<file path="src/hw/rtl/qap_pkg.sv">
`timescale 1ns / 1ps
`default_nettype none
// ----------------------------------------------------------------------------
// Quantized average pooling accumulator package
// Item types, configuration codes and fixed widths shared by the block.
// ----------------------------------------------------------------------------
package qap_pkg;

  // Field and datapath widths
  localparam int SAMPLE_W   = 16;
  localparam int CH_W       = 8;
  localparam int CH_CODES   = 1 << CH_W;
  localparam int SUM_W      = 32;
  localparam int RECIP_W    = 17;
  localparam int SHIFT_W    = 6;
  localparam int MAG_W      = 48;
  localparam int OUT_W      = 16;
  localparam int CFG_IDX_W  = 2;
  localparam int CFG_DATA_W = 17;

  // Saturation limits of the running sum
  localparam logic [SUM_W-1:0] SUM_MAX = {1'b0, {(SUM_W-1){1'b1}}};
  localparam logic [SUM_W-1:0] SUM_MIN = {1'b1, {(SUM_W-1){1'b0}}};

  // Magnitude clamp ahead of a left shift, and output limits
  localparam logic [MAG_W-1:0] MAG_CLAMP = MAG_W'(1) << 20;
  localparam logic [MAG_W-1:0] OUT8_MAX  = MAG_W'(127);
  localparam logic [MAG_W-1:0] OUT16_MAX = MAG_W'(32767);

  // Reset values of the configuration registers
  localparam logic [RECIP_W-1:0] RECIP_RESET = RECIP_W'(65536);

  // Configuration register indexes
  typedef enum logic [CFG_IDX_W-1:0] {
    CfgAreaRecip = 2'd0,
    CfgExpShift  = 2'd1,
    CfgOutMode   = 2'd2
  } qap_cfg_idx_e;

  // Input item
  typedef struct packed {
    logic signed [SAMPLE_W-1:0] sample;
    logic [CH_W-1:0]            channel;
    logic                       last_position;
    logic                       last_channel;
  } qap_in_t;

  // Result item
  typedef struct packed {
    logic signed [OUT_W-1:0] pooled_value;
    logic [CH_W-1:0]         out_channel;
    logic                    last_of_pixel;
  } qap_out_t;

  // Finished window sum handed to the scaler
  typedef struct packed {
    logic signed [SUM_W-1:0] sum;
    logic [CH_W-1:0]         channel;
    logic                    last_of_pixel;
  } qap_sum_t;

  // Item tags carried along the scaler pipeline
  typedef struct packed {
    logic            neg;
    logic [CH_W-1:0] channel;
    logic            last_of_pixel;
  } qap_meta_t;

  // Scaling controls from the configuration registers
  typedef struct packed {
    logic [RECIP_W-1:0]        area_reciprocal;
    logic signed [SHIFT_W-1:0] exponent_shift;
    logic                      output_mode;
  } qap_scale_cfg_t;

endpackage
`default_nettype wire

</file>
<file path="src/hw/rtl/qap_scaler.sv">
`timescale 1ns / 1ps
`default_nettype none
// ----------------------------------------------------------------------------
// Quantized average pooling scaler
// Four-stage pipeline: magnitude, reciprocal multiply, rounding shift,
// round and saturate into the output register.
// ----------------------------------------------------------------------------
module qap_scaler import qap_pkg::*; (
  input  wire logic           clk_i,
  input  wire logic           rst_ni,
  input  wire qap_scale_cfg_t cfg_i,
  input  wire logic           sum_valid_i,
  output logic                sum_ready_o,
  input  wire qap_sum_t       sum_i,
  output logic                out_valid_o,
  input  wire logic           out_stall_i,
  output qap_out_t            out_item_o
);

  // Stage valids and ready chain
  logic a_valid_q, b_valid_q, c_valid_q, out_valid_q;
  logic a_ready, b_ready, c_ready, d_ready;

  assign d_ready     = !out_valid_q || !out_stall_i;
  assign c_ready     = !c_valid_q || d_ready;
  assign b_ready     = !b_valid_q || c_ready;
  assign a_ready     = !a_valid_q || b_ready;
  assign sum_ready_o = a_ready;

  always_ff @(posedge clk_i or negedge rst_ni) begin
    if (!rst_ni) begin
      a_valid_q   <= 1'b0;
      b_valid_q   <= 1'b0;
      c_valid_q   <= 1'b0;
      out_valid_q <= 1'b0;
    end else begin
      if (a_ready) a_valid_q   <= sum_valid_i;
      if (b_ready) b_valid_q   <= a_valid_q;
      if (c_ready) c_valid_q   <= b_valid_q;
      if (d_ready) out_valid_q <= c_valid_q;
    end
  end

  // Stage A: split the sum into sign and magnitude
  logic [SUM_W-1:0] a_mag_q;
  qap_meta_t        a_meta_q;

  always_ff @(posedge clk_i) begin
    if (a_ready && sum_valid_i) begin
      a_mag_q          <= sum_i.sum[SUM_W-1] ? (SUM_W'(0) - SUM_W'(sum_i.sum))
                                              : SUM_W'(sum_i.sum);
      a_meta_q.neg     <= sum_i.sum[SUM_W-1];
      a_meta_q.channel <= sum_i.channel;
      a_meta_q.last_of_pixel <= sum_i.last_of_pixel;
    end
  end

  // Stage B: multiply by the area reciprocal
  logic [MAG_W-1:0] prod;
  logic [MAG_W-1:0] b_mag_q;
  qap_meta_t        b_meta_q;

  assign prod = {{(MAG_W-SUM_W){1'b0}}, a_mag_q}
              * {{(MAG_W-RECIP_W){1'b0}}, cfg_i.area_reciprocal};

  always_ff @(posedge clk_i) begin
    if (b_ready && a_valid_q) begin
      b_mag_q  <= prod;
      b_meta_q <= a_meta_q;
    end
  end

  // Stage C: shift by the exponent distance, find the rounding decision
  logic signed [SHIFT_W:0] rdist;
  logic [SHIFT_W-1:0]      rsh;
  logic [3:0]              lsh;
  logic [MAG_W-1:0]        shifted;
  logic [MAG_W-1:0]        sticky_mask;
  logic [MAG_W-1:0]        clamped;
  logic [MAG_W-1:0]        c_mag_d;
  logic                    c_round_d;
  logic [MAG_W-1:0]        c_mag_q;
  logic                    c_round_q;
  qap_meta_t               c_meta_q;

  assign rdist = (SHIFT_W+1)'(16) - $signed({cfg_i.exponent_shift[SHIFT_W-1],
                                              cfg_i.exponent_shift});

  always_comb begin
    rsh         = SHIFT_W'(rdist - (SHIFT_W+1)'(1));
    lsh         = 4'((SHIFT_W+1)'(0) - rdist);
    shifted     = b_mag_q >> rsh;
    sticky_mask = (MAG_W'(1) << rsh) - MAG_W'(1);
    clamped     = (b_mag_q > MAG_CLAMP) ? MAG_CLAMP : b_mag_q;
    priority if (rdist > 0) begin
      // Right shift, round half to even on the magnitude
      c_mag_d   = {1'b0, shifted[MAG_W-1:1]};
      c_round_d = shifted[0] && ((|(b_mag_q & sticky_mask)) || shifted[1]);
    end else if (rdist == 0) begin
      c_mag_d   = b_mag_q;
      c_round_d = 1'b0;
    end else begin
      // Left shift of the clamped magnitude, saturates the same way
      c_mag_d   = clamped << lsh;
      c_round_d = 1'b0;
    end
  end

  always_ff @(posedge clk_i) begin
    if (c_ready && b_valid_q) begin
      c_mag_q   <= c_mag_d;
      c_round_q <= c_round_d;
      c_meta_q  <= b_meta_q;
    end
  end

  // Stage D: apply rounding, saturate to the output width, hold for the receiver
  logic [MAG_W-1:0] mag_r;
  logic [MAG_W-1:0] lim_pos;
  logic [OUT_W-1:0] val_d;
  qap_out_t         out_item_q;

  always_comb begin
    mag_r   = c_mag_q + MAG_W'(c_round_q);
    lim_pos = cfg_i.output_mode ? OUT16_MAX : OUT8_MAX;
    if (!c_meta_q.neg) begin
      val_d = (mag_r > lim_pos) ? lim_pos[OUT_W-1:0] : mag_r[OUT_W-1:0];
    end else begin
      val_d = (mag_r > lim_pos + MAG_W'(1))
            ? (OUT_W'(0) - (lim_pos[OUT_W-1:0] + OUT_W'(1)))
            : (OUT_W'(0) - mag_r[OUT_W-1:0]);
    end
  end

  always_ff @(posedge clk_i) begin
    if (d_ready && c_valid_q) begin
      out_item_q.pooled_value  <= $signed(val_d);
      out_item_q.out_channel   <= c_meta_q.channel;
      out_item_q.last_of_pixel <= c_meta_q.last_of_pixel;
    end
  end

  assign out_valid_o = out_valid_q;
  assign out_item_o  = out_item_q;

`ifndef SYNTHESIS
  // 8-bit mode never emits a value outside the signed 8-bit range
  assert property (@(posedge clk_i) disable iff (!rst_ni)
    out_valid_q && !cfg_i.output_mode |->
      (out_item_q.pooled_value <= 16'sd127) && (out_item_q.pooled_value >= -16'sd128))
    else $error("pooled value outside 8-bit range");

  // No rounding increment unless bits were shifted out
  assert property (@(posedge clk_i) disable iff (!rst_ni)
    c_valid_q && (rdist <= 0) |-> !c_round_q)
    else $error("rounding requested without a right shift");

  // A taken sum enters the first stage
  assert property (@(posedge clk_i) disable iff (!rst_ni)
    sum_valid_i && sum_ready_o |=> a_valid_q)
    else $error("accepted sum lost in scaler");
`endif

endmodule
`default_nettype wire
</file>
<file path="config.mk">
export PLATFORM = sky130hd
export DESIGN_NAME = qap_scaler
export DESIGN_NICKNAME = d
export VERILOG_FILES = /design/src/hw/rtl/qap_pkg.sv /design/src/hw/rtl/qap_scaler.sv
export SDC_FILE = /design/constraint.sdc
export NUM_CORES = 2
export LEC_CHECK = 0
export BUFFER_PORTS_ARGS = -buffer_cell sky130_fd_sc_hd__buf_4
export CORE_MARGIN = 4
export CORE_UTILIZATION = 70
export DETAILED_ROUTE_END_ITERATION = 10
export HOLD_SLACK_MARGIN = 0.03
export PLACE_DENSITY = 0.95
export SETUP_SLACK_MARGIN = 0.1
export SKIP_CTS_REPAIR_TIMING = 1
export SYNTH_ARGS = -nofsm -noshare
export SYNTH_HDL_FRONTEND = slang
export SYNTH_SLANG_ARGS = --single-unit
</file>
<file path="constraint.sdc">
create_clock -name clk_i -period 19.66 [get_ports clk_i]
set_clock_uncertainty 0.05 [all_clocks]
set_input_delay 1.966 -clock clk_i [delete_from_list [all_inputs] [get_ports clk_i]]
set_output_delay 1.966 -clock clk_i [all_outputs]
set_load 0.02 [all_outputs]
</file>
# ---- Yosys cells after proc, flatten, opt, wreduce, memory -nomap -nowiden
# Index checks and enable logic that the tools add are counted.
dict set report classes {
  n_addsub 10
  multipliers 1
  n_lt_le_gt_ge 4
  n_shift 3
  muxes 8
  n_bitwise 1
  reduce_logical 17
}
# op count
set ops {}
lappend ops {{$mux 48} 2}
lappend ops {{$add 48x1->48} 1}
lappend ops {{$and 48x48->48} 1}
lappend ops {{$gt 48x15->1} 1}
lappend ops {{$gt 48x16->1} 1}
lappend ops {{$gt 48x21->1 const B} 1}
lappend ops {{$mul 32x17->48} 1}
lappend ops {{$mux 16} 3}
lappend ops {{$reduce_or 48->1} 1}
lappend ops {{$shl 1x6->48 const A} 1}
lappend ops {{$shl 48x4->48} 1}
lappend ops {{$shr 48x6->48} 1}
lappend ops {{$sub 48x2->48 const B} 1}
lappend ops {{$mux 47} 1}
lappend ops {{$add 15x1->16 const B} 2}
lappend ops {{$logic_not 32->1} 1}
lappend ops {{$sub 1x16->16 const A} 2}
lappend ops {{$sub 1x32->32 const A} 1}
lappend ops {{$mux 31} 1}
lappend ops {{$mux 15} 1}
lappend ops {{$gt 7x1->1 const B} 1}
lappend ops {{$sub 6x6->7 const A} 1}
lappend ops {{$sub 6x2->6 const B} 1}
lappend ops {{$logic_and 1x1->1} 5}
lappend ops {{other kinds (3)} 11}
dict set report word_totals {
  register_bits 188
  out_inout_bits 27
  elab_cells 66
}

# ---- Logic depth before layout (Yosys ltp)
dict set report depth {
  ltp_word 8
  mapped_depth 26
}

# ---- Worst setup path after synthesis
# No wires, ideal clock.
dict set report synth_path {
  path_kind {input to register}
  from {input port cfg_i[14] in the netlist's numbering}
  to {register b_mag_q[47] (data pin)}
  arrival_ps 8144
  required_time_ps 19350
  slack_ps 11206
  stages 25
  n_path_buf 1
  cell_sequence {clkbuf_1 > and2_1 > fa_1 > inv_1 > fa_1 > fa_1 > inv_1 > fa_1 > fa_1 > inv_1 > fa_1 > inv_1 > ha_1 > a21o_1 > a21o_1 > a21oi_1 > o21ai_0 > a2111oi_0 > a21oi_1 > o21ai_1 > a41oi_1 > a31oi_1 > o21ai_1 > a21oi_1 > xnor2_1}
}
dict set report synth_via {
  elab_chain_len 1
}
# element line
set synth_rtl {}
lappend synth_rtl {{start: declaration} qap_scaler.sv:11} ;# input wire qap_scale_cfg_t cfg_i,
lappend synth_rtl {{$mul 32x17->48} qap_scaler.sv:64} ;# * {{(MAG_W-RECIP_W){1'b0}}, cfg_i.area_reciprocal};
lappend synth_rtl {{named net prod[47]} qap_scaler.sv:59} ;# logic [MAG_W-1:0] prod;
lappend synth_rtl {{end signal: assignment} qap_scaler.sv:68} ;# b_mag_q <= prod;
lappend synth_rtl {{end: declaration} qap_scaler.sv:60} ;# logic [MAG_W-1:0] b_mag_q;
# The timed path passes the listed nets, and every way through them passes these cells.
# A chain may end at the register's enable or synchronous reset.

# ---- Final worst setup path
dict set report layout_path {
  from {input port cfg_i[11] in the netlist's numbering}
  to {register b_mag_q[47] (data pin)}
}
# The elaborated chain is that of the path after synthesis.

==> results.tsv <==
metric	value	unit
outcome	finished, final reports clean	
wire length of the first global-routing pass	151000	um
overflow left after global routing	0	
Area growth syn-to-layout	5.02	%
launch point of the worst reg-to-reg path	a_mag_q[7]	
TritonCTS buffer count	17	
sequential cell area fraction in the yosys report	18.0	%
Max-Cap Viols	0	
Synth area leader	fa_1	
Setup Slack @ Placement	10.42	ns
number of antenna-violating nets in the routed design	0	
stage delay of the slowest cell on the critical path	0.60	ns
estimated wirelength of the detail-placed design	70700	um
total vias in the final route	27200	
number of pins with negative max-slew slack in the final report	0	
post-route minimum period	8.80	ns
TritonCTS clock tree	done	
H-tree levels	4	
most frequent standard cell in the layout excluding fill and tap cells	inv_1	
share of the synthesized area in the top cell type	28.7	%
required arrival time at the worst endpoint	19.86	ns
FP Rows	77	
proportion of register bits with asynchronous set or reset after synthesis	2.13	%
total global-route track usage	40.9	%
r2r endpoint	b_mag_q[47]	
smallest hold slack	0.366	ns
Post-Route WL	96200	um
Core Area	44100	um2
effective utilization at floorplan	70.7	%
R2R setup slack	11.66	ns
die area	48000	um2
critical path depth in cells	24	
library cell contributing the largest single delay on the critical path	fa_1	
startpoint type of the worst setup path	input port	
top flip-flop cell by instance count after synthesis	edfxtp_1	
Die X-Extent	219	um
HP Class	reg -> reg	
crit-path most repeated cell	fa_1	
fraction of layout instances using a drive strength above 1	7.25	%
maximum number of pins on one net before global-route repair	65	
number of sinks handled by clock tree synthesis	188	
worst-path cell chain	buf_4 -> nand2_1 -> fa_1 -> fa_1 -> fa_1 -> inv_1 -> fa_1 -> fa_1 -> inv_1 -> fa_1 -> inv_1 -> ha_1 -> a21o_1 -> a21o_1 -> a21oi_1 -> o21ai_0 -> a2111oi_0 -> a21oi_1 -> o21ai_1 -> a41oi_1 -> a31oi_1 -> o21ai_1 -> a21oi_1 -> xnor2_1	
Critical Path Start	cfg_i[11]	
Final Hold Viols	0	
worst reg-to-reg path cell count	24	
final estimated routing congestion in global placement	1.05	
Root Buffer	clkbuf_16	
finished layout cell area	32800	um2
CP top delay family	adder cells	
Bufs and invs on worst path	4	
EDFF count, synth	184	
Area contributors post-synth	fa_1 (29%), edfxtp_1 (18%), inv_1 (6.7%), nand2_1 (5.9%), ha_1 (5.6%)	
placement-stage cell area	32100	um2
Post-Syn Instances	3453	
via-per-instance ratio	6.77	
crit path kind	in -> reg	
Distinct cells, synth	104	
commonest cells after routing, fill and taps aside	inv_1 (556), nand2_1 (490), fa_1 (448)	
post-synth net total	4110	
destination of the critical timing path	b_mag_q[47]	
cell area after synthesis	31200	um2
slew at the pin closest to its max-slew limit	1.09	ns
tightest slew margin relative to the limit	27.3	%
flip-flop and latch count after synthesis	188	
filler cell count	2892	
Final setup viols	0	
via count of the first global-routing pass	28500	
Critical Path End Type	flop	
chip height	219	um
Final nets	4066	
routed len/inst	23.9	um
setup TNS	0	ns
post-route fraction of the period consumed by the critical path	44.8	%
router iterations before antenna repair	7	
number of input and output port buffers inserted	95	
min setup slack post-route	10.86	ns
count of synthesis-stage warnings from yosys	0	
clock-pin slew on the worst setup and hold paths	0.08	ns
top-level I/O count	96	
Data arrival, critical path	9.00	ns
DRC marker count from the first detailed-route iteration	3774	
antenna violations before repair	1	
maximum frequency from static timing analysis	0.114	GHz
mean instance size in the synthesized netlist	9.04	um2
Max Root-Sink Buffers	2	
unrepaired setup endpoints after global routing	false	
biggest fanout along the worst timing path	32	
worst-skew pair later-pin latency	0.53	ns
Remaining DRCs	0	
-- layout make-up --
class	count	area [um2]	share of cell area, %
Antenna cell	2	5.00	0.0153
Timing Repair Buffer	115	863	2.63
Inverter	560	2100	6.42
Clock inverter	14	196	0.600
Tap cell	592	741	2.26
Sequential cell	188	5630	17.2
Clock buffer	18	429	1.31
Multi-Input combinational cell	2527	22800	69.6
-- cells in the mapped netlist, drive strengths merged (11+ instances only) --
cell    instances
a211oi         16
a21o           30
a21oi         127
a22o           11
a22oi          22
a31oi          24
and2          222
and3           22
buf            42
clkbuf        136
edfxtp        184
fa            448
ha            140
inv           556
mux2i          55
mux4           45
nand2         494
nand2b         22
nand3          62
nand4          31
nor2          180
nor3           50
nor4           24
o211ai         14
o21a           12
o21ai         116
o22ai          36
o31ai          22
or3            14
xnor2          89
xor2           34
-- state kept, by name (all words and copies together) (netlist names), 10 cells and up --
register / cells
c_meta_q: 10
a_meta_q: 10
a_mag_q: 32
b_meta_q: 10
c_mag_q: 48
b_mag_q: 48
out_item_o: 25
-- worst min path at each step --
stage / from / to / slack, ns / cells past startpoint
4_1_cts: b_meta_q[5] / c_meta_q[5] / 0.37 / 0
2_1_floorplan: a_meta_q[0] / b_meta_q[0] / 0.35 / 0
3_3_place_gp: b_meta_q[8] / c_meta_q[8] / 0.35 / 0
5_1_grt: a_meta_q[8] / b_meta_q[8] / 0.38 / 0
6_report: b_meta_q[5] / c_meta_q[5] / 0.37 / 0
3_5_place_dp: a_meta_q[8] / b_meta_q[8] / 0.35 / 0
-- through the flow --
step / cells / util [%]
floorplan: 3453 / -
CTS: 4014 / 74.2
finish: 4016 / 74.3
detailed placement: 3982 / 72.8
global placement: 3982 / 72.8
global route: 4014 / 74.2
-- metal layers --
layer	GRT usage, %	vias to the layer above	share of wire (%)
met4	26.4	0	7.8
met2	65.5	2327	46
met1	48.4	12900	33
met3	12.0	685	13
li1	-	11300	-
met5	0	-	0
-- worst register-to-register path, stage by stage, from the launching register on --
cell	delay, ns
edfxtp_1	0.75
and2_1	0.35
fa_1	0.53
inv_1	0.06
fa_1	0.50
fa_1	0.52
inv_1	0.05
fa_1	0.47
fa_1	0.54
inv_1	0.06
fa_1	0.52
inv_1	0.04
ha_1	0.36
a21o_1	0.20
a21o_1	0.17
a21oi_1	0.20
o21ai_0	0.20
a2111oi_0	0.57
a21oi_1	0.22
o21ai_1	0.39
a41oi_1	0.23
a31oi_1	0.33
o21ai_1	0.11
a21oi_1	0.19
xnor2_1	0.09
-- kinds of logic after synthesis --
logic type | count (synthesis) | share of synthesized area (%)
AO/OA/AOI/OAI | 528 | 11.2
XOR/XNOR | 124 | 3.57
flip-flops | 188 | 18.0
adder cells (fa/ha/maj) | 588 | 34.4
buffers and inverters | 738 | 9.04
AND/OR/NAND/NOR | 1177 | 18.4
multiplexers | 110 | 5.39
Power is not shown: default switching activity piles up to over one toggle a cycle in this logic, so the estimate is an artifact.
